**src/rtl/lsvm_pkg.sv**
```systemverilog
// Shared types, constants and codes of the looped sample voice mixer.
package lsvm_pkg;

    localparam int MAX_SAMPLES = 16384;
    localparam int GAP         = 16;
    localparam int STORE_DEPTH = MAX_SAMPLES + 4 * GAP;
    localparam int ADDR_W      = $clog2(STORE_DEPTH);
    localparam int CFG_IDX_W   = 3;
    localparam int CFG_DATA_W  = 36;
    localparam int IN_W        = 80;
    localparam int OUT_W       = 32;
    localparam int DIV_W       = 32;
    localparam int DVSR_W      = 15;

    typedef enum logic [1:0] {
        CMD_WRITE  = 2'd0,
        CMD_SETPOS = 2'd1,
        CMD_GEN    = 2'd2,
        CMD_NONE   = 2'd3
    } t_cmd;

    typedef enum logic [1:0] {
        MODE_OFF  = 2'd0,
        MODE_FWD  = 2'd1,
        MODE_PING = 2'd2,
        MODE_RSVD = 2'd3
    } t_mode;

    typedef enum logic [CFG_IDX_W-1:0] {
        CFG_SAMPLE_LENGTH = 3'd0,
        CFG_LOOP_START    = 3'd1,
        CFG_LOOP_END      = 3'd2,
        CFG_LOOP_MODE     = 3'd3,
        CFG_STEP_SIZE     = 3'd4,
        CFG_PANNING       = 3'd5,
        CFG_MIX_DIVIDER   = 3'd6,
        CFG_UNUSED        = 3'd7
    } t_cfg_reg;

    typedef enum logic [4:0] {
        S_CLEAR,
        S_IDLE,
        S_DEC,
        S_GAIN,
        S_GWAIT,
        S_VOL,
        S_PAN,
        S_RD,
        S_CHK,
        S_WSET,
        S_WWAIT,
        S_WFIX,
        S_RD2,
        S_MIX,
        S_OUT
    } t_state;

    typedef struct packed {
        logic clr_step;
        logic in_ready;
        logic do_write;
        logic do_setpos;
        logic gain_start;
        logic mul_vol;
        logic mul_pan;
        logic rd;
        logic wrap_start;
        logic wrap_fix;
        logic mix;
        logic out_load;
    } t_dp_cmd;

    typedef struct packed {
        logic clr_last;
        logic in_accept;
        t_cmd cmd;
        logic div_busy;
        logic byte_zero;
        logic out_full;
    } t_dp_status;

endpackage

```
**src/rtl/lsvm_ctrl.sv**
```systemverilog
// Controller state machine sequencing clear, write, set position and generate.
module lsvm_ctrl (
    input  logic                  i_clk,
    input  logic                  i_rst_n,
    input  lsvm_pkg::t_dp_status  i_status,
    output lsvm_pkg::t_dp_cmd     o_cmd
);
    import lsvm_pkg::*;

    t_state r_state;
    t_state n_state;

    always_ff @(posedge i_clk) begin
        if (!i_rst_n) begin
            r_state <= S_CLEAR;
        end else begin
            r_state <= n_state;
        end
    end

    always_comb begin
        n_state = r_state;
        unique case (r_state)
            S_CLEAR: if (i_status.clr_last) n_state = S_IDLE;
            S_IDLE:  if (i_status.in_accept) n_state = S_DEC;
            S_DEC:   n_state = (i_status.cmd == CMD_GEN) ? S_GAIN : S_IDLE;
            S_GAIN:  n_state = S_GWAIT;
            S_GWAIT: if (!i_status.div_busy) n_state = S_VOL;
            S_VOL:   n_state = S_PAN;
            S_PAN:   n_state = S_RD;
            S_RD:    n_state = S_CHK;
            S_CHK:   n_state = i_status.byte_zero ? S_WSET : S_MIX;
            S_WSET:  n_state = S_WWAIT;
            S_WWAIT: if (!i_status.div_busy) n_state = S_WFIX;
            S_WFIX:  n_state = S_RD2;
            S_RD2:   n_state = S_MIX;
            S_MIX:   n_state = S_OUT;
            S_OUT:   if (!i_status.out_full) n_state = S_IDLE;
            default: n_state = S_IDLE;
        endcase
    end

    always_comb begin
        o_cmd = '0;
        unique case (r_state)
            S_CLEAR: o_cmd.clr_step = 1'b1;
            S_IDLE:  o_cmd.in_ready = 1'b1;
            S_DEC: begin
                o_cmd.do_write  = (i_status.cmd == CMD_WRITE);
                o_cmd.do_setpos = (i_status.cmd == CMD_SETPOS);
            end
            S_GAIN:  o_cmd.gain_start = 1'b1;
            S_VOL:   o_cmd.mul_vol = 1'b1;
            S_PAN:   o_cmd.mul_pan = 1'b1;
            S_RD:    o_cmd.rd = 1'b1;
            S_WSET:  o_cmd.wrap_start = 1'b1;
            S_WFIX:  o_cmd.wrap_fix = 1'b1;
            S_RD2:   o_cmd.rd = 1'b1;
            S_MIX:   o_cmd.mix = 1'b1;
            S_OUT:   o_cmd.out_load = !i_status.out_full;
            default: o_cmd = '0;
        endcase
    end

`ifndef SYNTHESIS
    a_no_reclear: assert property (@(posedge i_clk) disable iff (!i_rst_n)
        (r_state != S_CLEAR) |=> (r_state != S_CLEAR))
        else $error("clearing pass restarted without reset");
    a_load_free: assert property (@(posedge i_clk) disable iff (!i_rst_n)
        o_cmd.out_load |-> !i_status.out_full)
        else $error("result loaded over a waiting result");
    a_div_idle: assert property (@(posedge i_clk) disable iff (!i_rst_n)
        (o_cmd.gain_start || o_cmd.wrap_start) |-> !i_status.div_busy)
        else $error("divider started while busy");
`endif

endmodule

```
**config.mk**
```make
export PLATFORM = sky130hd
export DESIGN_NAME = lsvm_ctrl
export DESIGN_NICKNAME = d
export VERILOG_FILES = /design/src/rtl/lsvm_pkg.sv /design/src/rtl/lsvm_ctrl.sv
export SDC_FILE = /design/constraint.sdc
export NUM_CORES = 1
export LEC_CHECK = 0
export ABC_AREA = 1
export BUFFER_PORTS_ARGS = -buffer_cell sky130_fd_sc_hd__clkbuf_2
export CAP_MARGIN = 20
export CORE_AREA = 2 2 39 41
export DETAILED_ROUTE_END_ITERATION = 8
export DIE_AREA = 0 0 41 43
export PLACE_DENSITY = 0.62
export REMOVE_ABC_BUFFERS = 1
export SYNTH_ARGS = -nofsm -noshare
export SYNTH_HDL_FRONTEND = slang
export SYNTH_SLANG_ARGS = --single-unit
```
**constraint.sdc**
```tcl
create_clock -name i_clk -period 1.45 [get_ports i_clk]
set_input_delay 0.435 -clock i_clk [delete_from_list [all_inputs] [get_ports i_clk]]
set_output_delay 0.435 -clock i_clk [all_outputs]
set_load 0.02 [all_outputs]
```
# Word level (Yosys, flattened, before mapping)
# Index checks and enable logic that the tools add are counted.
# op_classes
n_eq_ne	21
n_mux	19
reduce_logical	5
# op_table
cell	n
5-bit case mux with 15 select lines	1
5-bit by 4-bit == test with 1-bit output (second input constant)	7
5-bit two-way mux	5
5-bit by 3-bit == test with 1-bit output (second input constant)	4
5-bit by 2-bit == test with 1-bit output (second input constant)	2
1-bit two-way mux	10
2-bit inequality test (second input constant)	5
5-bit by 1-bit == test with 1-bit output (second input constant)	1
5-bit zero test	1
5-bit AND reduction	1
2-bit two-way mux	2
3-bit two-way mux	1
2-bit by 1-bit == test with 1-bit output (second input constant)	1
2-bit == test (second input constant)	1
2-bit zero test	1
2-bit OR reduction	1
1-bit zero test	1
# word_totals
regBits	5
out_inout_bits	12
elab_cells	46

# Depth between registers and ports, before layout
# depth
depth_word	3
ltp_mapped	9
ltp_nobuf	9

# Worst setup path before layout
# Ideal clock, no wire load.
# synth_path
kind	register to output
startpoint	register r_state[1]
endpoint	output port o_cmd[8] in the netlist's numbering
arrival_time_ns	1.136
t_required_ns	1.015
path_slack_ns	-0.121
path_stages_with_launch	5
n_path_buf	0
cell_sequence	dfxtp_1 > inv_1 > nor2_1 > nand2_1 > nor3_1
# synth_rtl
item	line	rtl
start: declaration	lsvm_ctrl.sv:10	t_state r_state;
start signal: assignment	lsvm_ctrl.sv:17	r_state <= n_state;
end: declaration	lsvm_ctrl.sv:6	output lsvm_pkg::t_dp_cmd o_cmd

==> run_results.csv <==
group,metric,value,unit
die,pin_count,21,
place,dp_hpwl,895,um
timing,drv_slew,0,
finish,n_antenna_cell,0,
timing,max-slew-margin-rel,80.8,%
clock_tree,hold_buffers,0,
timing,fin_skew,0.00497,ns
worst_setup_path,cp.required,1.02,ns
power,power,1.25,mW
die,rows,14,
worst_setup_path,worstPathArrival,1.14,ns
timing,post-route-min-period,1.57,ns
clock_tree,cts_max_path_buffers,2,
finish,final_common_cell,"buf_4",
detailed_routing,post-route-drc-count,0,
global_route,grt.total_usage,16.2,%
worst_setup_path,critPathMaxFanout,6,
clock_tree,cts.sinks,4,
place,pre_cts_ws,-0.0223,ns
yosys,avgSynthCellArea,5.29,um^2
timing,max_freq,636,MHz
finish,largest_reg_flops,4,
worst_setup_path,endpoint_kind,"output pin",
status,status,"finished, violations left",
die,coreArea,1380,um^2
timing,rsz0062_at_grt,"yes",
die,die_x,41,um
yosys,synth.ff_latch_count,4,
detailed_routing,viasPerCell,4.56,
place,globalplace.congestion,0.714,
detailed_routing,final_antenna_net_count,0,
power,irDropWorstVdd,719,uV
timing,tightest_slew,0.286,ns
finish,layoutNonFillerInstCount,133,
detailed_routing,wirelength,1340,um
finish,layout.nets,128,
timing,period_share,108,%
detailed_routing,num_vias,606,
power,leakage,0.422,nW
worst_setup_path,crit_path_start_kind,"flop",
timing,setup_ws,-0.122,ns
yosys,syn_area,418,um^2
detailed_routing,drt_iter0_markers,8,
clock_tree,cts_root_buf,"clkbuf_4",
yosys,seq_area_frac_synth,19.2,%
timing,hold_viol,0,
finish,most-common-layout-cells,"buf_4 (24), nor2_1 (15), nand2_1 (13)",
finish,syn_to_final_growth,91.0,%
die,die_area,1760,um^2
worst_setup_path,critPathKind,"flop to output pin",
status,violations,"negative setup slack",
timing,setup_viol_count_final,12,
min_path,holdCritPathClass,"input port to flop",
die,die-height,43,um
global_route,grt_pass1_vias,525,
global_route,grt_pass1_wl,1980,um
clock_tree,clk-insertion-delay-late,0.24,ns
place,port_buffers,20,
finish,top_regs,"r_state: 4 flops",
power,p_per_area,1560,nW/um^2
yosys,synthDistinctLibCells,16,
detailed_routing,wire_per_inst,10.0,um
yosys,syn_inst,79,
detailed_routing,first_pass_iters,4,
global_route,antenna_found_initial,0,
run,cap_violations,0,
die,start_util,30.2,%
clock_tree,h-tree-depth,1,
place,dp.cells,123,
clock_tree,cts_buffers,3,
yosys,yosysWarningCount,0,
finish,top_register,"r_state",
clock_tree,cts.clk_slew.worst_paths,0.04,ns
clock_tree,cts_tree,"built",
global_route,grt_overflow_total,0,
global_route,grt_max_degree,8,
finish,drive_gt1_share,58.1,%
## power by group
part           internal [mW]  leakage (nW)  switching (mW)
Sequential             0.163        0.0356          0.0712
Combinational          0.401         0.372           0.472
Clock                 0.0927        0.0138          0.0480
## per-layer routing
metal | track usage [%] | vias up | share of wire, %
li1 | - | 322 | -
met1 | 18.7 | 268 | 42
met2 | 27.5 | 14 | 54
met3 | 1.57 | 2 | 2.8
met4 | 8.00 | 0 | 1.3
met5 | 0 | - | 0
## Yosys cell counts
master	count	share of area (%)
a21boi_1	1	1.8
a21oi_1	2	2.4
buf_4	1	1.8
dfxtp_1	4	19
inv_1	14	13
nand2_1	16	14
nand2_2	2	3.0
nand3_1	8	9.6
nand3_2	1	2.4
nand4_1	1	1.5
nor2_1	20	18
nor2_2	3	4.5
nor2_4	1	2.7
nor3_1	3	3.6
o21ai_0	1	1.2
o22ai_1	1	1.5
## kinds of logic after synthesis
| group | Yosys count | share of synthesized area [%] |
|---|---|---|
| compound gates | 5 | 6.89 |
| buf+inv | 15 | 14.4 |
| flops | 4 | 19.2 |
| simple gates | 55 | 59.6 |
## final cells by class
type	instances	area, um^2
Sequential cell	4	95.1
Fill cell	144	586
Inverter	14	55.1
Multi-Input combinational cell	60	338
Clock buffer	3	22.5
Tap cell	16	20.0
Timing Repair Buffer	36	268
## through the flow
step | instance area (um^2) | setup TNS (ns) | util [%] | hold WS [ns]
after floorplan | 410 | -0.298 | - | 0.538
after global placement | 598 | -0.0261 | 43.2 | 0.558
after detailed placement | 598 | -0.0442 | 43.2 | 0.573
after CTS | 732 | -1.41 | 52.9 | 0.434
after global routing | 798 | -1.78 | 57.7 | 0.458
final | 798 | -1.10 | 57.7 | 0.437
## worst paths after layout
path	end	slack, ns	from	depth (start not counted)
worst max-delay path	o_cmd[9]	-0.12	r_state[3]$_SDFFE_PN0P_	4
worst min-delay path	r_state[3]$_SDFFE_PN0P_	0.44	i_rst_n	3
worst max register to register	r_state[3]$_SDFFE_PN0P_	0.17	r_state[2]$_SDFFE_PN0P_	10
worst min register to register	r_state[2]$_SDFFE_PN0P_	0.55	r_state[2]$_SDFFE_PN0P_	2
## worst max-delay path, stage by stage, from the launching register on
cell	delay (ns)
dfxtp_4	0.37
nor2_4	0.16
nand2_2	0.09
nor3_2	0.12
buf_4	0.16
## repair_timing
| item | 4_1_cts | 5_1_grt |
|---|---|---|
| pin swaps | 8 | 7 |
| setup endpoints to repair | 12 | 12 |
| setup buffers | 4 | 3 |
| resized for setup | 35 | 24 |
(Power assumes the default switching activity.)
